===== src/rtl/bilinear_image_scaler_assert.svh =====
// assertion macros for the bilinear image scaler
// used by the top level; expects i_clk and i_rst_n in scope
`ifndef BILINEAR_IMAGE_SCALER_ASSERT_SVH
`define BILINEAR_IMAGE_SCALER_ASSERT_SVH

// same-cycle implication, checked outside reset
`define BIS_ASSERT_NOW(lbl, ante, cons, msg) \
    lbl: assert property (@(posedge i_clk) disable iff (!i_rst_n) (ante) |-> (cons)) \
        else $error(msg);

// next-cycle implication, checked outside reset
`define BIS_ASSERT_NEXT(lbl, ante, cons, msg) \
    lbl: assert property (@(posedge i_clk) disable iff (!i_rst_n) (ante) |=> (cons)) \
        else $error(msg);

`endif


===== src/rtl/bis_pkg.sv =====
// shared constants for the bilinear image scaler
// no dependencies
package bis_pkg;
    localparam int C_SZW     = 15;   // internal width of sizes and destination counters
    localparam int C_POSW    = 14;   // width of destination coordinates on the output
    localparam int C_PIXW    = 8;    // grey level width
    localparam int C_CFG_IDXW = 2;   // register index width
    localparam int C_DST_LIMIT = 16384;
    localparam int C_OUT_TDATAW = 40;

    typedef enum logic [C_CFG_IDXW-1:0] {
        CFG_SRC_WIDTH  = 2'd0,
        CFG_SRC_HEIGHT = 2'd1,
        CFG_DST_WIDTH  = 2'd2,
        CFG_DST_HEIGHT = 2'd3
    } t_cfg_idx;
endpackage


===== src/rtl/bis_coord_div.sv =====
// source tap and weight of one destination coordinate
// restoring divider, one quotient bit per cycle; uses bis_pkg
module bis_coord_div #(
    parameter int WEIGHT_BITS = 8
) (
    input  logic                        i_clk,
    input  logic                        i_rst_n,
    input  logic                        i_start,
    input  logic [bis_pkg::C_SZW-1:0]   i_d,
    input  logic [bis_pkg::C_SZW-1:0]   i_s,
    input  logic [bis_pkg::C_SZW-1:0]   i_n,
    output logic                        o_done,
    output logic [bis_pkg::C_SZW-1:0]   o_tap,
    output logic [WEIGHT_BITS-1:0]      o_frac
);
    import bis_pkg::*;

    localparam int PRODW = 2 * C_SZW + 1;
    localparam int UW    = PRODW + WEIGHT_BITS;
    localparam int CNTW  = $clog2(UW + 1);

    typedef enum logic [3:0] {
        S_IDLE = 4'b0001,
        S_MUL  = 4'b0010,
        S_DIV  = 4'b0100,
        S_FIN  = 4'b1000
    } t_div_state;

    t_div_state              r_state;
    logic [C_SZW-1:0]        r_d, r_s, r_n;
    logic                    r_zero;
    logic [UW-1:0]           r_dvd;
    logic [C_SZW:0]          r_rem;
    logic [C_SZW:0]          r_den;
    logic [CNTW-1:0]         r_cnt;
    logic                    r_done;
    logic [C_SZW-1:0]        r_tap;
    logic [WEIGHT_BITS-1:0]  r_frac;

    logic [PRODW-1:0]        w_prod;
    logic signed [PRODW:0]   w_num;
    logic [C_SZW+1:0]        w_trial;
    logic                    w_qbit;
    logic [PRODW-1:0]        w_int;
    logic [WEIGHT_BITS-1:0]  w_f;
    logic [PRODW-1:0]        w_sm1;

    always_comb begin
        w_prod  = PRODW'({r_d, 1'b1}) * PRODW'(r_s);
        w_num   = $signed({1'b0, w_prod}) - $signed((PRODW+1)'(r_n));
        w_trial = {r_rem, r_dvd[UW-1]};
        w_qbit  = (w_trial >= (C_SZW+2)'(r_den));
        w_int   = r_dvd[UW-1:WEIGHT_BITS];
        w_f     = r_dvd[WEIGHT_BITS-1:0];
        w_sm1   = PRODW'(r_s) - PRODW'(1);
    end

    always_ff @(posedge i_clk) begin
        if (!i_rst_n) begin
            r_state <= S_IDLE;
            r_done  <= 1'b0;
        end else begin
            r_done <= 1'b0;
            case (r_state)
                S_IDLE: begin
                    if (i_start) begin
                        r_d     <= i_d;
                        r_s     <= i_s;
                        r_n     <= i_n;
                        r_state <= S_MUL;
                    end
                end
                S_MUL: begin
                    r_zero  <= (w_num <= 0);
                    r_dvd   <= {w_num[PRODW-1:0], {WEIGHT_BITS{1'b0}}};
                    r_den   <= {r_n, 1'b0};
                    r_rem   <= '0;
                    r_cnt   <= CNTW'(UW);
                    r_state <= S_DIV;
                end
                S_DIV: begin
                    r_rem   <= w_qbit ? (C_SZW+1)'(w_trial - (C_SZW+2)'(r_den))
                                      : w_trial[C_SZW:0];
                    r_dvd   <= {r_dvd[UW-2:0], w_qbit};
                    r_cnt   <= r_cnt - CNTW'(1);
                    if (r_cnt == CNTW'(1)) begin
                        r_state <= S_FIN;
                    end
                end
                S_FIN: begin
                    if (r_zero) begin
                        r_tap  <= '0;
                        r_frac <= '0;
                    end else if (w_int >= w_sm1) begin
                        r_tap  <= r_s - C_SZW'(1);
                        r_frac <= '0;
                    end else if (w_f == '0) begin
                        r_tap  <= w_int[C_SZW-1:0];
                        r_frac <= '0;
                    end else begin
                        r_tap  <= w_int[C_SZW-1:0] + C_SZW'(1);
                        r_frac <= w_f;
                    end
                    r_done  <= 1'b1;
                    r_state <= S_IDLE;
                end
                default: r_state <= S_IDLE;
            endcase
        end
    end

    assign o_done = r_done;
    assign o_tap  = r_tap;
    assign o_frac = r_frac;
endmodule


===== config.mk =====
export PLATFORM = sky130hd
export DESIGN_NAME = bis_coord_div
export DESIGN_NICKNAME = d
export VERILOG_FILES = /design/src/rtl/bilinear_image_scaler_assert.svh /design/src/rtl/bis_pkg.sv /design/src/rtl/bis_coord_div.sv
export SDC_FILE = /design/constraint.sdc
export NUM_CORES = 1
export LEC_CHECK = 0
export BUFFER_PORTS_ARGS = -buffer_cell sky130_fd_sc_hd__clkbuf_2
export CAP_MARGIN = 10
export CORE_MARGIN = 2
export CORE_UTILIZATION = 50
export CTS_CLUSTER_DIAMETER = 60
export DETAILED_ROUTE_END_ITERATION = 16
export PLACE_DENSITY = 0.67
export SLEW_MARGIN = 20
export SYNTH_ARGS = -nofsm -noshare
export SYNTH_HDL_FRONTEND = slang
export SYNTH_SLANG_ARGS = --single-unit

===== constraint.sdc =====
create_clock -name i_clk -period 15.5 [get_ports i_clk]
set_input_delay 0.775 -clock i_clk [delete_from_list [all_inputs] [get_ports i_clk]]
set_output_delay 0.775 -clock i_clk [all_outputs]
set_load 0.005 [all_outputs]

== After elaboration in Yosys (flattened, before gate mapping) ==
Cells that the tools add are included.

* Register bits: 150
* Latch bits: 0
* RAM bits: 0
* Memory bits (read-only): 0
* Input bits: 48
* Logic and storage cells: 47
* Memories kept: 0

* $add $sub $neg: 6
* $mul: 1
* Div/mod/pow operators: 0
* $lt $le $gt $ge: 3
* Eq/ne operators: 7
* Shift operators: 0
* Multiplexer cells: 10
* Bitwise gates (word level): 0
* Reduce and logical (&&, ||, !) cells: 8

{| class="wikitable"
|+ Operators by type and width
! operator !! count
|-
| 39-bit case mux with 2 select lines || 1
|-
| 32-bit by 1-bit less-or-equal comparator with 1-bit output (second input constant) || 1
|-
| 16-bit case mux with 2 select lines || 1
|-
| 31-bit by 15-bit subtractor with 32-bit output || 1
|-
| 31-bit greater-or-equal comparator || 1
|-
| 16-bit by 15-bit multiplier with 31-bit output || 1
|-
| 15-bit two-way mux || 2
|-
| 17-bit by 16-bit greater-or-equal comparator with 1-bit output || 1
|-
| 16-bit two-way mux || 1
|-
| 15-bit by 1-bit subtractor with 16-bit output (second input constant) || 1
|-
| 16-bit subtractor || 1
|-
| 15-bit by 1-bit adder with 15-bit output (second input constant) || 1
|-
| 15-bit by 1-bit subtractor with 15-bit output (second input constant) || 1
|-
| 4-bit case mux with 3 select lines || 1
|-
| 6-bit case mux with 2 select lines || 1
|-
| 8-bit logical NOT || 1
|-
| 4-bit two-way mux || 2
|-
| 2-bit AND reduction || 4
|-
| 6-bit by 1-bit equality test with 1-bit output (second input constant) || 1
|-
| 6-bit by 1-bit subtractor with 6-bit output (second input constant) || 1
|-
| 4-bit by 1-bit equality test with 1-bit output (second input constant) || 1
|-
| 4-bit by 2-bit equality test with 1-bit output (second input constant) || 1
|-
| 4-bit by 3-bit equality test with 1-bit output (second input constant) || 1
|-
| 4-bit equality test (second input constant) || 1
|-
| other kinds (5) || 6
|}

== Logic depth before layout (Yosys ltp) ==
* Depth in word-level cells: 3
* Gate-level depth with buffers: 25

== Worst setup path before layout ==
OpenSTA, ideal clock, no wires.

* Path kind: reg2reg
* Start point: register r_s[13]
* End point: register r_zero, data pin
* Setup time: 0.145 ns
* Arrival time: 6.244 ns
* Required time: 15.355 ns
* Setup slack: 9.112 ns
* Stages on the path, launching flop included: 24
* Clock period less this slack: 6.388 ns
* Cell sequence: edfxtp_1 clkbuf_1 buf_1 nand2_1 fa_1 fa_1 inv_1 fa_1 fa_1 fa_1 inv_1 fa_1 inv_1 ha_1 buf_6 a21o_1 a211oi_1 nor3_1 a211o_1 nor4_2 nand4_1 nor4_1 nand4_1 o21ai_1

* Longest elaborated chain between the ends: 3

{| class="wikitable"
|+ Ends and longest elaborated chain
! what !! RTL line !! text
|-
| start, declared || bis_coord_div.sv:30 || <nowiki>logic [C_SZW-1:0] r_d, r_s, r_n;</nowiki>
|-
| start signal, assigned || bis_coord_div.sv:68 || <nowiki>r_s <= i_s;</nowiki>
|-
| 16-bit by 15-bit multiplier with 31-bit output || bis_coord_div.sv:49 || <nowiki>w_prod = PRODW'({r_d, 1'b1}) * PRODW'(r_s);</nowiki>
|-
| 31-bit by 15-bit subtractor with 32-bit output || bis_coord_div.sv:50 || <nowiki>w_num = $signed({1'b0, w_prod}) - $signed((PRODW+1)'(r_n));</nowiki>
|-
| 32-bit by 1-bit less-or-equal comparator with 1-bit output || bis_coord_div.sv:74 || <nowiki>r_zero <= (w_num <= 0);</nowiki>
|-
| end signal, assigned || bis_coord_div.sv:74 ||
|-
| end, declared || bis_coord_div.sv:31 || <nowiki>logic r_zero;</nowiki>
|}

Every way passes these cells.
A chain may end at the register's enable or synchronous reset.

== Worst setup path after layout ==
Same ends and word-level chain as after synthesis.

==> results.json <==
{
  "ys_warn_count": 0,
  "worstPathRequired_ps": 15780,
  "htree_levels": 4,
  "drt_iter0_drc": 783,
  "yosys.area_share.simple_pct": 15.7,
  "viasPerCell": 5.47,
  "clk_path_buf_depth": 2,
  "slew_violations": 0,
  "yosys_register_bits": 150,
  "synth_nets": 2124,
  "gp_congestion": 0.939,
  "fp.coreArea_um2": 32600,
  "synth_top_cell_by_area": "edfxtp_1",
  "synth_edf_count": 145,
  "slew_headroom_pct": 34.5,
  "setup_violations": 0,
  "start_kind": "flip-flop",
  "synth_top_family_by_area": "adder cells",
  "syn_avg_cell_area_um2": 9.71,
  "layout.cells.non_filler": 2196,
  "synth_fa_ha_area_share_pct": 36.3,
  "path_cells": "nand2_1 -> fa_1 -> fa_1 -> inv_1 -> fa_1 -> fa_1 -> fa_1 -> inv_1 -> fa_1 -> inv_1 -> ha_1 -> a21o_1 -> a211oi_1 -> nor3_1 -> a211o_1 -> nor4_2 -> nand4_1 -> nor4_1 -> nand4_1 -> o21ai_1",
  "p_clk_share_pct": 10.4,
  "cap_violations": 0,
  "routed_wl_mm": 38.6,
  "clock-sinks": 150,
  "synth_area_um2": 16600,
  "outcome": "complete, no violations",
  "drive_above_1_share_pct": 8.04,
  "syn2layout_area_growth_pct": 7.77,
  "power.switching_uw": 1980,
  "grt_pass1_wl_mm": 63.2,
  "pwr-share-seq_pct": 15.1,
  "place_area_um2": 17300,
  "critPathKind": "reg -> reg",
  "dp_hpwl_mm": 29.5,
  "critPathMostFrequentCell": "fa_1",
  "die_h_um": 186,
  "firstDrtPassIters": 5,
  "cts_hold_buf": 0,
  "synth_top_cells_by_area": "edfxtp_1, fa_1, ha_1",
  "fin_ws_ps": 8280,
  "numPortBuffers": 71,
  "rsz0062_at_grt": "false",
  "placedCellCount": 2163,
  "ff_latch_area_um2": 4450,
  "tightest_slew_ps": 983,
  "final_cell_area_um2": 17900,
  "powerDensity_nw_per_um2": 220,
  "drc": 0,
  "postCtsSetupBuffers": 0,
  "rrSetupSlack_ps": 8280,
  "dp_slack_ps": 8360,
  "synth_top_flop_cell": "edfxtp_1",
  "p_comb_share_pct": 74.5,
  "synth_top_area_share_pct": 26.2,
  "synthXorXnorAreaFrac_pct": 2.74,
  "cp.arrival_ps": 7500,
  "ir_drop_uv": 260,
  "nets": 2154,
  "fin_crit_ps": 7220,
  "grt_remaining_overflow": 0,
  "yosysSeqAreaShare_pct": 26.8,
  "internal_power_uw": 1960,
  "grt_pass1_vias": 12439,
  "antenna_found_initial": 0,
  "wl_per_cell_um": 17.6,
  "ant_nets": 0,
  "grt_usage_pct": 23.8,
  "die_x_um": 186,
  "cts_tree": "done",
  "cts_resized": 0,
  "skew_ps": 15.6,
  "vias": 12012,
  "cp_slowest_cell": "edfxtp_1",
  "floorplan.initialDensity_pct": 50.9,
  "max_freq_ghz": 0.139,
  "cts_root_buf": "clkbuf_16",
  "finalHoldViolCount": 0,
  "end_kind": "flip-flop",
  "path_buf_inv": 3,
  "nFillCells": 2939,
  "ys_async_sr_fraction_pct": 0,
  "grt_max_degree": 67,
  "slowest_delay_ps": 990,
  "fin_util_pct": 54.9,
  "cts_buffers": 17,
  "period_share_pct": 46.6,
  "multi_input_area_um2": 10800,
  "synth_cells": 1711,
  "synth_compound_area_share_pct": 8.01,
  "power_leakage_uw": 0.00812,
  "fin_tns_setup_ps": 0,
  "crit_family": "adder cells",
  "synth_cell_type_count": 71,
  "insertion_delay_ps": 450,
  "worstPathMaxFanout": 19,
  "switching_share_pct": 50.4,
  "diodes": 0,
  "synth.mux.area_fraction_pct": 1.93,
  "clkTransAtPathRegs_ps": 70,
  "hp-class": "reg -> reg",
  "boundaryPins": 72,
  "fp-row-count": 66,
  "die_area_um2": 34700
}
[flip-flops by register name, summed over array words and instances (netlist names)]
name / cells
r_dvd: 39
r_rem: 16
o_tap: 15
r_d: 15
r_den: 15
r_n: 15
r_s: 15
o_frac: 8
r_cnt: 6
r_state: 4
o_done: 1
r_zero: 1
[stage by stage]
stage          total power [uW]  hold WS (ps)
3_5_place_dp               3510           448
3_3_place_gp               3490           444
5_1_grt                    4330           476
6_report                   3940           465
4_1_cts                    3950           466
2_1_floorplan              2870           426
[cell type report]
cell class                 instances  area share [%]
clock buffer                      18            2.40
clock inverter                    14           0.692
inverter                         302            6.33
multi-input combinational       1190            60.2
sequential                       150            24.9
tap                              442            3.09
timing repair buffer              80            2.40
[power by group through the flow]
stage                     logic, uW  clock network (uW)  registers [uW]
after global routing           3310                 430             597
after detailed placement       2900                   0             603
after global placement         2880                   0             602
after CTS                      2940                 416             595
final                          2940                 408             595
after floorplan                2290                   0             582
[cells in the mapped netlist (13+ instances only)]
library cell  number
a211oi_1          13
a21o_1            18
a21oi_1           47
and2_1            88
clkbuf_1          52
edfxtp_1         145
fa_1             195
ha_1             170
inv_1            302
mux2i_1           14
nand2_1          227
nand3_1           22
nand4_1           15
nor2_1            77
nor3_1            27
nor4_1            14
o21ai_0           46
or3_1             13
xnor2_1           30
xor2_1            22
[final timing paths]
path / startpoint / end / depth (start not counted)
max: r_s[13] / r_zero / 20
min: r_n[9] / r_den[10] / 0
max reg2reg: r_s[13] / r_zero / 20
min reg2reg: r_n[9] / r_den[10] / 0
[metal layers]
| metal | GRT usage [%] | part of all wire (%) |
|---|---|---|
| met5 | 0 | 0 |
| met2 | 40.2 | 49 |
| met1 | 31.0 | 43 |
| met4 | 8.88 | 3.1 |
| met3 | 3.72 | 5.4 |
[worst register-to-register path: stages (launching register included)]
cell and delay (ps):
edfxtp_1 990, nand2_1 170, fa_1 500, fa_1 550
inv_1 60, fa_1 510, fa_1 520, fa_1 560
inv_1 60, fa_1 530, inv_1 40, ha_1 400
a21o_1 240, a211oi_1 390, nor3_1 100, a211o_1 290
nor4_2 270, nand4_1 160, nor4_1 380, nand4_1 130
o21ai_1 190
[cell usage in the layout (no fill, tap or decap), types with 5 or more instances in the layout]
cell type	netlist	layout
inv_1	302	302
xor2_1	22	22
nand3_1	22	22
fa_1	195	195
clkbuf_16	0	17
ha_1	170	170
nand2b_1	8	8
nor4_1	14	12
mux2_2	12	12
and2_1	88	88
edfxtp_1	145	145
o31ai_1	8	8
o21a_1	12	12
nor3b_1	9	9
and3_1	12	12
buf_4	2	8
nor3_1	27	26
mux2i_1	14	14
o21ai_1	8	8
o21ai_0	46	46
xnor2_1	30	30
clkbuf_2	0	71
nand2_1	227	227
nor2_1	77	77
or3_1	13	13
a21oi_1	47	44
a211oi_1	13	13
a21o_1	18	18
nand4_1	15	15
nor2b_1	8	8
dfxtp_1	5	5
a31oi_1	7	7
[logic make-up (layout without fill, tap and decap cells)]
| kind of cell | count (synthesis) | after routing |
|---|---|---|
| buffers and inverters | 371 | 414 |
| AND/OR/NAND/NOR | 539 | 539 |
| AO/OA/AOI/OAI | 204 | 204 |
| XOR/XNOR | 52 | 52 |
| adder cells (fa/ha/maj) | 365 | 365 |
| multiplexers | 30 | 30 |
| flip-flops | 150 | 150 |
Note: power is estimated with default switching activity, not from simulation.
