`config.mk`:
```
export PLATFORM = sky130hd
export DESIGN_NAME = bis_interp
export DESIGN_NICKNAME = d
export VERILOG_FILES = /design/src/rtl/bilinear_image_scaler_assert.svh /design/src/rtl/bis_pkg.sv /design/src/rtl/bis_interp.sv
export SDC_FILE = /design/constraint.sdc
export NUM_CORES = 1
export LEC_CHECK = 0
export ABC_CLOCK_PERIOD_IN_PS = 8900
export BUFFER_PORTS_ARGS = -buffer_cell sky130_fd_sc_hd__buf_2
export CAP_MARGIN = 20
export CORE_ASPECT_RATIO = 0.9
export CORE_UTILIZATION = 45
export CTS_CLUSTER_DIAMETER = 120
export DETAILED_ROUTE_END_ITERATION = 10
export REMOVE_ABC_BUFFERS = 1
export SLEW_MARGIN = 20
export SYNTH_ARGS = -nofsm -noshare
export SYNTH_HDL_FRONTEND = slang
export SYNTH_SLANG_ARGS = --single-unit
```
`constraint.sdc`:
```
create_clock -name i_clk -period 8.9 [get_ports i_clk]
set_input_delay 0.89 -clock i_clk [delete_from_list [all_inputs] [get_ports i_clk]]
set_output_delay 0.89 -clock i_clk [all_outputs]
set_load 0.02 [all_outputs]
```
`src/rtl/bilinear_image_scaler_assert.svh`:
```
// assertion macros for the bilinear image scaler
// used by the top level; expects i_clk and i_rst_n in scope
`ifndef BILINEAR_IMAGE_SCALER_ASSERT_SVH
`define BILINEAR_IMAGE_SCALER_ASSERT_SVH

// same-cycle implication, checked outside reset
`define BIS_ASSERT_NOW(lbl, ante, cons, msg) \
    lbl: assert property (@(posedge i_clk) disable iff (!i_rst_n) (ante) |-> (cons)) \
        else $error(msg);

// next-cycle implication, checked outside reset
`define BIS_ASSERT_NEXT(lbl, ante, cons, msg) \
    lbl: assert property (@(posedge i_clk) disable iff (!i_rst_n) (ante) |=> (cons)) \
        else $error(msg);

`endif

```
`src/rtl/bis_pkg.sv`:
```
// shared constants for the bilinear image scaler
// no dependencies
package bis_pkg;
    localparam int C_SZW     = 15;   // internal width of sizes and destination counters
    localparam int C_POSW    = 14;   // width of destination coordinates on the output
    localparam int C_PIXW    = 8;    // grey level width
    localparam int C_CFG_IDXW = 2;   // register index width
    localparam int C_DST_LIMIT = 16384;
    localparam int C_OUT_TDATAW = 40;

    typedef enum logic [C_CFG_IDXW-1:0] {
        CFG_SRC_WIDTH  = 2'd0,
        CFG_SRC_HEIGHT = 2'd1,
        CFG_DST_WIDTH  = 2'd2,
        CFG_DST_HEIGHT = 2'd3
    } t_cfg_idx;
endpackage

```
`src/rtl/bis_interp.sv`:
```
// two-stage bilinear blend of four taps with rounding and clamp
// uses bis_pkg
module bis_interp #(
    parameter int WEIGHT_BITS = 8
) (
    input  logic                         i_clk,
    input  logic [bis_pkg::C_PIXW-1:0]   i_pix,
    input  logic [bis_pkg::C_PIXW-1:0]   i_up,
    input  logic [bis_pkg::C_PIXW-1:0]   i_left_up,
    input  logic [bis_pkg::C_PIXW-1:0]   i_left_low,
    input  logic [WEIGHT_BITS-1:0]       i_fx,
    input  logic [WEIGHT_BITS-1:0]       i_fy,
    output logic [bis_pkg::C_PIXW-1:0]   o_value
);
    import bis_pkg::*;

    localparam int WW   = WEIGHT_BITS + 1;
    localparam int ROWW = C_PIXW + WW + 1;
    localparam int SUMW = ROWW + WW + 1;
    localparam logic [WW-1:0] ONE = WW'(1) << WEIGHT_BITS;

    logic [C_PIXW-1:0] w_tl, w_tr, w_bl, w_br;
    logic [WW-1:0]     w_fx, w_fy;
    logic [ROWW-1:0]   r_top, r_bot;
    logic [WW-1:0]     r_fy;
    logic [SUMW-1:0]   w_sum, w_val;
    logic [C_PIXW-1:0] r_value;

    always_comb begin
        w_fx = WW'(i_fx);
        w_fy = WW'(r_fy);
        w_br = i_pix;
        w_bl = (i_fx != '0) ? i_left_low : i_pix;
        w_tr = (i_fy != '0) ? i_up : w_br;
        w_tl = (i_fy != '0) ? ((i_fx != '0) ? i_left_up : i_up) : w_bl;
        w_sum = SUMW'(r_top) * SUMW'(ONE - w_fy) + SUMW'(r_bot) * SUMW'(w_fy)
              + (SUMW'(1) << (2 * WEIGHT_BITS - 1));
        w_val = w_sum >> (2 * WEIGHT_BITS);
    end

    always_ff @(posedge i_clk) begin
        r_top   <= ROWW'(ONE - w_fx) * ROWW'(w_tl) + ROWW'(w_fx) * ROWW'(w_tr);
        r_bot   <= ROWW'(ONE - w_fx) * ROWW'(w_bl) + ROWW'(w_fx) * ROWW'(w_br);
        r_fy    <= WW'(i_fy);
        r_value <= (w_val > SUMW'(255)) ? C_PIXW'(255) : w_val[C_PIXW-1:0];
    end

    assign o_value = r_value;
endmodule

```
* Yosys cells after proc, flatten, opt, wreduce, memory -nomap -nowiden
Cells that the tools add are included.
** Word-level totals
- Bits in registers :: 52
- Bits of input ports :: 49
- Output and inout port bits :: 8
- Word-level logic and storage cells :: 23
** Operators by class
- Add/sub/neg operators :: 6
- Multipliers :: 6
- $lt $le $gt $ge :: 1
- Muxes and demuxes :: 4
- Reduce and logical (&&, ||, !) cells :: 2
** Operators with widths (number)
- $add 18x16->18 :: 2
- $mul 8x8->16 :: 2
- $mux 8 :: 4
- $add 28x16->28 const B :: 1
- $add 28x26->28 :: 1
- $mul 19x10->28 :: 1
- $mul 18x8->26 :: 1
- $sub 9x8->10 const A :: 2
- $mul 10x9->18 :: 1
- $mul 18x8->18 :: 1
- $reduce_bool 8->1 :: 2
- $gt 12x8->1 const B :: 1

* Logic depth before layout (Yosys ltp)
Gate-level depths: netlist of the first run.
- Word-level depth :: 5
- Mapped depth :: 35
- Depth with buffers taken out :: 29

* Worst setup path after synthesis of the first run
No wires, ideal clock.
- Kind :: input to register
- From :: in i_fx[0]
- To :: reg r_top[16]
- Arrival :: 7.824 ns
- Setup slack :: 0.953 ns
- Stages :: 28
- Cells stage by stage :: clkbuf_1 clkinv_1 clkbuf_1 ha_1 nand2_2 or3_1 buf_2 or3_1 buf_2 mux2_4 nor2_1 a31oi_1 and2_1 fa_1 fa_1 fa_1 fa_1 inv_1 fa_1 fa_1 inv_1 ha_1 nor2b_1 o41a_1 a311o_1 nand2_1 a21oi_1 xor2_1
** On the way
- Longest elaborated chain between the ends :: 5
** Ends and longest elaborated chain
- start: declaration :: RTL line bis_interp.sv:11 : input logic [WEIGHT_BITS-1:0] i_fx,
- branches (longest 4 deep; another with $mul 18x8->18)
- $add 18x16->18 * :: RTL line bis_interp.sv:42 : r_top <= ROWW'(ONE - w_fx) * ROWW'(w_tl) + ROWW'(w_fx) * ROWW'(w_tr);
- end signal: assignment :: RTL line bis_interp.sv:42
- end: declaration :: RTL line bis_interp.sv:24 : logic [ROWW-1:0] r_top, r_bot;
Mark *: on every way between the ends.
A chain may end at the register's enable or synchronous reset.

* Final worst setup path of the first run
- From :: in i_fx[1]
- To :: reg r_top[16]
The elaborated chain is that of the path after synthesis.

==> results.ini, run 1 <==
[synthesis]
postSynthCellCount = 2288
seq_cells_post_synth = 52
yosysMostFrequentCell = inv_1
post-synth-top-area-cell = fa_1
synthTopCellsByCount = inv_1 (546), fa_1 (461), and2_1 (277)
seq_area_frac_synth_pct = 4.97
ys_async_sr_fraction_pct = 0
synth-warning-count = 0
yosys_most_used_dff = dfxtp_1
synth_edf_count = 0
synth.top_cells.by_area = fa_1 (44%), ha_1 (15%), inv_1 (9.8%)
syn-cell-area_um2 = 20900
synth_cell_types = 60
synthesized_area_divided_by_synthesized_cell_count_um2 = 9.15
netlist.area_leader.share_pct = 44.1

[clock_network]
post_cts_setup_buffer_count = 0
clk_latency_ns = 0.31
clk_transition_reported_paths_ns = 0.07
numCtsBuffers = 5
cts_max_level = 2
cts_buffer_depth = 2
clockRootBuffer = clkbuf_16
quantity_of_hold_fixing_buffers_added_after_cts = 0
clock_sink_count = 52
ctsResizeCount = 0
cts_tree = built

[routing]
avgViaCountPerCell = 5.07
routed-via-count = 14843
wirelength_um = 48400
drt-wirelength-per-cell_um = 16.5
dr_wl_met2_um = 23000
wl_met3_um = 2090
first_pass_iters = 5
ant_nets = 0
maxUsedRoutingLayer = met4
detail_route.wirelength.met1_um = 22400
drt_first_iter_violations = 710
drt_drc_violations_left = 0

[min_path]
min_from = i_fy[3]
min_path_cells = 1
worst_hold_path_type = in -> reg
worst_hold_path.endpoint = r_fy[3]

[global_route]
global_route_wire_length_before_repair_um = 81600
gr-total-overflow = 0
first_global_vias = 15769
maximum_number_of_pins_on_one_net_before_global_route_repair = 39
antenna_found_initial = 0
grt.total_usage_pct = 21.7

[timing]
maxSlewViolCount = 0
hold_viol_final = 0
totalNegativeSetupSlack_ns = 0
grt_setup_unrepaired = false
finalCritPeriodShare_pct = 90.1
timing.final.crit_period_ns = 8.02
least_margin_pin_slew_ns = 1.07
setup_viol_count_final = 0
finalClockSkew_ns = 0.0119
timing.slew.headroom_pct = 28.3
maxClockFrequency_ghz = 0.125

[critical_path]
startpoint_types = input pin
crit_path_capture_type = flip-flop
cell_count_of_the_worst_reg_to_reg_path = 23
path_max_fanout = 17
r2r-start = r_fy[1]
crit_path_frequent_cell = fa_1
crit_path_max_incr_delay_ns = 0.59
crit_required_ns = 9.10
worst_r2r_endpoint = o_value[1]
cpMaxStageDelayCell = fa_1
worstSetupPathType = in -> reg
reg2reg_slack_ns = 1.00
arrival_ns = 8.23

[run]
maxCapViolations = 0

[layout]
diodes = 0
area_delta_synth_final_pct = 5.67
drive_gt1_share_pct = 5.30
finish.net_count = 3084

[place]
gpl.final_weighted_congestion = 0.959
dp_hpwl_um = 42700
port-buffer-count = 56

[run_status]
outcome = complete, no violations

[die]
die_x_um = 229
die_h_um = 207
starting_density_of_the_core_pct = 45.9
core_um2 = 45600
core.rowCount = 74
ios = 57
die_area_um2 = 47400

## stage by stage
stage	setup slack [ns]	instance area, µm²	hold WS [ns]	std cells	util [%]
floorplan	1.11	20700	0.918	2219	-
global placement	0.769	22000	1.01	2920	48.2
detailed placement	0.619	22000	1.01	2920	48.2
CTS	0.940	22100	0.687	2928	48.5
global route	0.583	22100	0.685	2928	48.5
finish	0.878	22100	0.701	2928	48.5
## cell families after synthesis
| family | after synthesis | synth area share (%) |
|---|---|---|
| AOI/OAI and AO/OA | 138 | 4.37 |
| xor gates and xnor gates | 59 | 2.47 |
| adders and majority gates | 716 | 59.3 |
| muxes | 17 | 0.920 |
| DFF | 52 | 4.97 |
| and+or+nand+nor | 689 | 16.8 |
| buffers and inverters | 617 | 11.2 |
## registers in the layout, indices dropped and copies added (netlist names)
name	flops
r_bot	18
r_top	18
r_fy	8
o_value	8
## how the worst max path moves through the flow
stage / start / to / cells past startpoint
floorplan: i_fx[0] / r_top[16] / 24
detailed placement: i_fx[1] / r_top[16] / 25
CTS: i_fx[1] / r_top[16] / 25
global route: i_fx[1] / r_top[14] / 24
finish: i_fx[1] / r_top[16] / 25
global placement: i_fx[1] / r_top[16] / 25
## cells in the final DEF (no fill, tap or decap), types with 37 or more instances in the layout
cell type | netlist | final
ha_1 | 255 | 255
xnor2_1 | 39 | 39
and2_1 | 277 | 277
nor2_1 | 73 | 73
nor2b_1 | 39 | 39
inv_1 | 546 | 546
fa_1 | 461 | 461
a21oi_1 | 44 | 44
nand2_1 | 241 | 241
dfxtp_1 | 52 | 52
buf_4 | 0 | 37
buf_2 | 6 | 56
## cell type report
| class | count | area, µm² |
|---|---|---|
| inverters | 548 | 2060 |
| clock buffers | 6 | 129 |
| flip-flops and latches | 52 | 1040 |
| clock inverters | 2 | 16.3 |
| well taps | 608 | 761 |
| fillers | 4411 | 23500 |
| multi-input cells | 1619 | 17600 |
| repair buffers | 93 | 558 |
## critical path: cells and delay by family
family | cells | cell delay [ns]
compound gates | 5 | 1.53
xor+xnor | 1 | 0.14
fa+ha+maj | 8 | 3.64
buf+inv | 5 | 0.64
simple gates | 6 | 1.37
## layer usage
metal | vias to the layer above | GRT usage [%]
li1 | 6846 | -
met1 | 7612 | 31.0
met2 | 319 | 35.6
met3 | 66 | 2.32
met4 | 0 | 5.07
met5 | - | 0
Power of run 1 is left out: the tool's default activity adds up to more than one toggle a clock period on the data nets, which glitch-free logic cannot reach.
==> run 2, diff against run 1 <==
--- a/config.mk
+++ b/config.mk
@@ -5,13 +5,15 @@
 export SDC_FILE = /design/constraint.sdc
 export NUM_CORES = 1
 export LEC_CHECK = 0
+export ABC_AREA = 1
 export ABC_CLOCK_PERIOD_IN_PS = 8900
 export BUFFER_PORTS_ARGS = -buffer_cell sky130_fd_sc_hd__buf_2
 export CAP_MARGIN = 20
 export CORE_ASPECT_RATIO = 0.9
-export CORE_UTILIZATION = 45
+export CORE_UTILIZATION = 50
 export CTS_CLUSTER_DIAMETER = 120
 export DETAILED_ROUTE_END_ITERATION = 10
+export PLACE_DENSITY = 0.66
 export REMOVE_ABC_BUFFERS = 1
 export SLEW_MARGIN = 20
 export SYNTH_ARGS = -nofsm -noshare
==> run 2 against run 1 <==
Against the previous run:
- the flow now finishes with violations (design-rule violations)
- clock skew grew 0.0061 ns
- final cell count grew 11%
- critical path depth grew 2
- first-iteration DRC count grew 60%
- cell area grew 1.0%
- maximum frequency grew 8.7%
- core utilization grew 4.7 points
- via count grew 11%
- non-clock buffer count shrank 19
- sequential cell count is the same
- largest cell class unchanged
==> results.ini, run 2 <==
[timing]
totalNegativeSetupSlack_ns = 0  ; unchanged
timing.slew.headroom_pct = 31.3  ; +3.0 points
least_margin_pin_slew_ns = 1.02  ; -0.0487 ns
finalCritPeriodShare_pct = 82.9  ; -7.3 points
finalClockSkew_ns = 0.0180  ; +0.00609 ns
maxClockFrequency_ghz = 0.136  ; +8.7%
setup_ws_ns = 1.52  ; +0.645 ns
setup_viol_count_final = 0  ; unchanged
grt_setup_unrepaired = false
timing.final.crit_period_ns = 7.38  ; -0.645 ns
maxSlewViolCount = 0  ; unchanged
hold_viol_final = 0  ; unchanged

[synthesis]
synthTopCellsByCount = inv_1 (782), nand2_1 (541), fa_1 (461)
synthesized_area_divided_by_synthesized_cell_count_um2 = 7.98  ; -13%
post-synth-top-area-cell = fa_1
seq_area_frac_synth_pct = 4.85  ; -0.12 points
synth-warning-count = 0  ; unchanged
synth.top_cells.by_area = fa_1 (43%), ha_1 (15%), inv_1 (14%)
netlist.area_leader.share_pct = 43.0  ; -1.0 points
yosysMostFrequentCell = inv_1
yosys_most_used_dff = dfxtp_1
postSynthCellCount = 2686  ; +17%
synth_edf_count = 0  ; unchanged
synth_cell_types = 44  ; -27%
ys_async_sr_fraction_pct = 0  ; unchanged
seq_cells_post_synth = 52  ; unchanged
syn-cell-area_um2 = 21400  ; +2.4%

[clock_network]
cts_max_level = 2  ; unchanged
clockRootBuffer = clkbuf_16
numCtsBuffers = 5  ; unchanged
cts_buffer_depth = 2  ; unchanged
ctsResizeCount = 0  ; unchanged
clk_transition_reported_paths_ns = 0.09  ; +0.02 ns
post_cts_setup_buffer_count = 0  ; unchanged
clock_sink_count = 52  ; unchanged
clk_latency_ns = 0.33  ; +0.02 ns
quantity_of_hold_fixing_buffers_added_after_cts = 0  ; unchanged
cts_tree = built

[critical_path]
cp.buffers_inverters = 5  ; unchanged
crit_path_frequent_cell = nand2_1
path_depth = 27  ; +8.0%
crit_family = adder cells
cell_count_of_the_worst_reg_to_reg_path = 27  ; +17%
worstSetupPathType = reg -> reg
crit_path_max_incr_delay_ns = 0.55  ; -0.04 ns
crit_required_ns = 9.10  ; about the same
startpoint_types = flip-flop
path_max_fanout = 12  ; -5
crit_path_capture_type = flip-flop
cpMaxStageDelayCell = fa_1
arrival_ns = 7.58  ; -0.65 ns

[layout]
finalCoreUtilization_pct = 53.2  ; +4.7 points
most_common_library_cell_in_the_layout_ignoring_fill_and_taps = inv_1
fin_cells = 3242  ; +11%
biggest_registers_after_layout = r_bot x18, r_top x18
area_delta_synth_final_pct = 4.25
layout_common_cells = inv_1 (782), nand2_1 (541), fa_1 (461), nor2_1 (271), ha_1 (255)
drive_gt1_share_pct = 4.68  ; -0.63 points
diodes = 0  ; unchanged
finish.net_count = 3459  ; +12%
multi_input_logic_area_um2 = 17100  ; -3.0%
nFillCells = 3972  ; -10%
layout.area.seq_um2 = 1040  ; unchanged

[global_route]
antenna_found_initial = 0  ; unchanged
grt.total_usage_pct = 26.7  ; +5.0 points
global_route_wire_length_before_repair_um = 89900  ; +10%
maximum_number_of_pins_on_one_net_before_global_route_repair = 37  ; -5.1%
first_global_vias = 17586  ; +12%
gr-total-overflow = 0  ; unchanged

[routing]
drt-wirelength-per-cell_um = 16.9  ; +2.4%
routed-via-count = 16411  ; +11%
avgViaCountPerCell = 5.06  ; -0.14%
wirelength_um = 54900  ; +13%
drt_first_iter_violations = 1139  ; +60%
first_pass_iters = 9  ; +4
ant_nets = 0  ; unchanged
drt_drc_violations_left = 2  ; +2

[min_path]
worst_hold_path_type = in -> reg
min_path_cells = 1  ; unchanged

[die]
die_x_um = 220  ; -4.0%
die_area_um2 = 43700  ; -7.8%
core_um2 = 42000  ; -7.9%
ios = 57  ; unchanged
starting_density_of_the_core_pct = 51.0  ; +5.1 points
die_h_um = 198  ; -4.0%
core.rowCount = 71  ; -4.1%

[run_status]
violations_in_the_final_reports = design-rule violations
outcome = finished with violations

[run]
maxCapViolations = 0  ; unchanged

[place]
port-buffer-count = 56  ; unchanged
dp_hpwl_um = 48400  ; +13%
gpl.final_weighted_congestion = 0.947  ; -1.2%
placed_instance_count = 3234  ; +11%
setup_ws_pre_cts_ns = 1.34  ; +0.716 ns

run 2: per-stage QoR:
stage	area, µm²	hold slack [ns]
finish	22400	0.687
global route	22400	0.676
CTS	22400	0.685
detailed placement	22200	1.02
global placement	22200	1.01
floorplan	21100	0.891
run 2: cell type report:
class / instances / share of cell area, %
Multi-Input combinational cell: 1760 / 76.3
Timing Repair Buffer: 74 / 1.86
Clock buffer: 5 / 0.560
Sequential cell: 52 / 4.66
Clock inverter: 3 / 0.118
Tap cell: 547 / 3.06
Inverter: 801 / 13.5
run 2: worst paths after layout:
check                              start          to  slack, ns
worst min register to register  r_top[0]  o_value[3]       1.27
worst max-delay path             r_fy[2]  o_value[1]       1.52
worst min-delay path             i_fy[3]     r_fy[3]       0.69
worst max register to register   r_fy[2]  o_value[1]       1.52
run 2: per-layer routing:
metal | wire length [µm] | track usage [%] | share of wire (%) | vias to the layer above
met4 | 1460 | 7.79 | 2.7 | 0
met5 | 0 | 0 | 0 | -
met3 | 3510 | 3.52 | 6.4 | 83
met1 | 24000 | 35.9 | 44 | 8103
met2 | 26000 | 44.9 | 47 | 553
li1 | - | - | - | 7672
run 2: logic make-up after synthesis:
logic type      count (synthesis)  synth area share, %
fa+ha+maj                     716                 57.9
buf+inv                       874                 15.6
compound gates                118                 3.31
xor+xnor                       41                 1.71
flops                          52                 4.85
simple gates                  885                 16.6
Power of run 2 is left out for the same reason.
==> run 3, diff against run 2 <==
--- a/config.mk
+++ b/config.mk
@@ -6,14 +6,14 @@
 export NUM_CORES = 1
 export LEC_CHECK = 0
 export ABC_AREA = 1
-export ABC_CLOCK_PERIOD_IN_PS = 8900
+export ABC_CLOCK_PERIOD_IN_PS = 6400
 export BUFFER_PORTS_ARGS = -buffer_cell sky130_fd_sc_hd__buf_2
 export CAP_MARGIN = 20
 export CORE_ASPECT_RATIO = 0.9
 export CORE_UTILIZATION = 50
 export CTS_CLUSTER_DIAMETER = 120
 export DETAILED_ROUTE_END_ITERATION = 10
-export PLACE_DENSITY = 0.66
+export PLACE_DENSITY = 0.69
 export REMOVE_ABC_BUFFERS = 1
 export SLEW_MARGIN = 20
 export SYNTH_ARGS = -nofsm -noshare
==> constraint.sdc (replaced) <==
create_clock -name i_clk -period 6.4 [get_ports i_clk]
set_input_delay 0.64 -clock i_clk [delete_from_list [all_inputs] [get_ports i_clk]]
set_output_delay 0.64 -clock i_clk [all_outputs]
set_load 0.02 [all_outputs]
==> run 3 against run 2 <==
Against the previous run:
- the flow finishes with violations (design-rule violations, negative setup slack)
- clock skew down 0.0015 ns
- setup slack worse by 1.6 ns
- critical path depth up 2
- via count up 4.0%
- global-route usage about the same
- register-to-register slack worse by 1.6 ns
- cell area up 9.2%
- maximum frequency up 13%
- first-iteration DRC count down 16%
- clock-buffer cell count unchanged
- non-clock buffer count up 184
==> results.ini, run 3 (synthesis results as in run 2) <==
[run_status]
outcome = finished with violations
violations_in_the_final_reports = design-rule violations, negative setup slack

[critical_path]
crit_path_max_incr_delay_ns = 0.55  ; about the same
crit_required_ns = 6.62  ; -2.48 ns
arrival_ns = 6.73  ; -0.85 ns
crit_path_frequent_cell = nand2_1
path_max_fanout = 8  ; -4
crit_path_capture_type = flip-flop
cpMaxStageDelayCell = fa_2
worstSetupPathType = reg -> reg
startpoint_types = flip-flop

[routing]
routed-via-count = 17070  ; +4.0%
drt_drc_violations_left = 1  ; -1
drt_first_iter_violations = 954  ; -16%
first_pass_iters = 11  ; +2
avgViaCountPerCell = 4.98  ; -1.6%
ant_nets = 0  ; unchanged
drt-wirelength-per-cell_um = 16.2  ; -4.2%
wirelength_um = 55600  ; +1.3%

[layout]
drive_gt1_share_pct = 14.0  ; +9.4 points
area_delta_synth_final_pct = 13.9
finish.net_count = 3644  ; +5.3%
diodes = 0  ; unchanged
finalCoreUtilization_pct = 58.1  ; +4.9 points
nFillCells = 3793  ; -4.5%
biggest_registers_after_layout = r_bot x18, r_top x18
most_common_library_cell_in_the_layout_ignoring_fill_and_taps = inv_1
layout_common_cells = inv_1 (777), nand2_1 (524), fa_1 (455), nor2_1 (260), ha_1 (231)

[min_path]
worst_hold_path_type = in -> reg

[place]
dp_hpwl_um = 48700  ; +0.66%
gpl.final_weighted_congestion = 0.981  ; +3.6%
port-buffer-count = 56  ; unchanged

[global_route]
grt.total_usage_pct = 26.7  ; about the same
first_global_vias = 18540  ; +5.4%
gr-total-overflow = 0  ; unchanged
maximum_number_of_pins_on_one_net_before_global_route_repair = 37  ; unchanged
global_route_wire_length_before_repair_um = 91200  ; +1.5%
antenna_found_initial = 0  ; unchanged

[die]
ios = 57  ; unchanged
die_x_um = 220  ; unchanged
core_um2 = 42000  ; unchanged
core.rowCount = 71  ; unchanged
starting_density_of_the_core_pct = 51.0  ; unchanged
die_h_um = 198  ; unchanged
die_area_um2 = 43700  ; unchanged

[timing]
hold_viol_final = 0  ; unchanged
setup_ws_ns = -0.105  ; -1.63 ns
maxClockFrequency_ghz = 0.154  ; +13%
timing.slew.headroom_pct = 63.7  ; +32 points
least_margin_pin_slew_ns = 0.544  ; -0.479 ns
setup_viol_count_final = 8  ; +8
maxSlewViolCount = 0  ; unchanged
finalClockSkew_ns = 0.0165  ; -0.00145 ns
finalCritPeriodShare_pct = 102  ; +19 points
grt_setup_unrepaired = true
timing.final.crit_period_ns = 6.50  ; -0.872 ns

[clock_network]
clockRootBuffer = clkbuf_16
cts_max_level = 2  ; unchanged
cts_buffer_depth = 2  ; unchanged
numCtsBuffers = 5  ; unchanged
clk_latency_ns = 0.32  ; about the same
clk_transition_reported_paths_ns = 0.08  ; about the same
cts_tree = built
clock_sink_count = 52  ; unchanged

[run]
maxCapViolations = 0  ; unchanged

-- run 3: repair_timing --
action | CTS | global route
hold buffers | 0 | 0
gates resized for setup | 59 | 63
pin swaps | 7 | 24
cloned | 1 | 0
buffers inserted | 4 | 17
setup endpoints to repair | 8 | 24
-- run 3: final timing paths --
path | start | slack [ns] | end | cells past startpoint
max | r_fy[0] | -0.10 | o_value[5] | 29
min | i_fy[0] | 0.45 | r_fy[0] | 1
max reg2reg | r_fy[0] | -0.10 | o_value[5] | 29
min reg2reg | r_top[0] | 1.27 | o_value[1] | 8
-- run 3: area by class of cell --
cell class	count	area [µm²]	share of cell area [%]
Clock buffer	5	125	0.512
Clock inverter	3	42.5	0.174
Inverter	801	3020	12.4
Multi-Input combinational cell	1760	17600	72.1
Sequential cell	52	1040	4.27
Tap cell	547	684	2.80
Timing Repair Buffer	258	1900	7.78
Timing Repair inverter	1	6.26	0.0256
-- run 3: critical path, delay by kind of cell, from the launching register on --
family | cells | cell delay [ns]
adders and majority gates | 8 | 3.38
and+or+nand+nor | 14 | 2.01
buffers and inverters | 5 | 0.49
DFF | 1 | 0.32
AOI/OAI and AO/OA | 2 | 0.21
-- run 3: stage by stage --
stage	TNS [ns]	cell area, µm²	hold WS, ns	setup WS (ns)	std cells
5_1_grt	-3.03	24400	0.445	-0.364	3427
3_3_place_gp	-2.16	23500	0.769	-0.164	3397
6_report	-0.798	24400	0.448	-0.105	3427
3_5_place_dp	-3.61	23500	0.773	-0.305	3397
2_1_floorplan	-6.85	21100	0.668	-0.472	2613
4_1_cts	-0.0200	24000	0.446	-0.00773	3410
-- run 3: routing by layer --
layer,vias to the layer above,track usage (%),routed length (µm)
met3,111,2.49,3270
met4,0,7.84,1620
li1,8034,-,-
met2,579,46.5,26800
met5,-,0,0
met1,8346,35.2,23900
Power of run 3 is left out for the same reason.
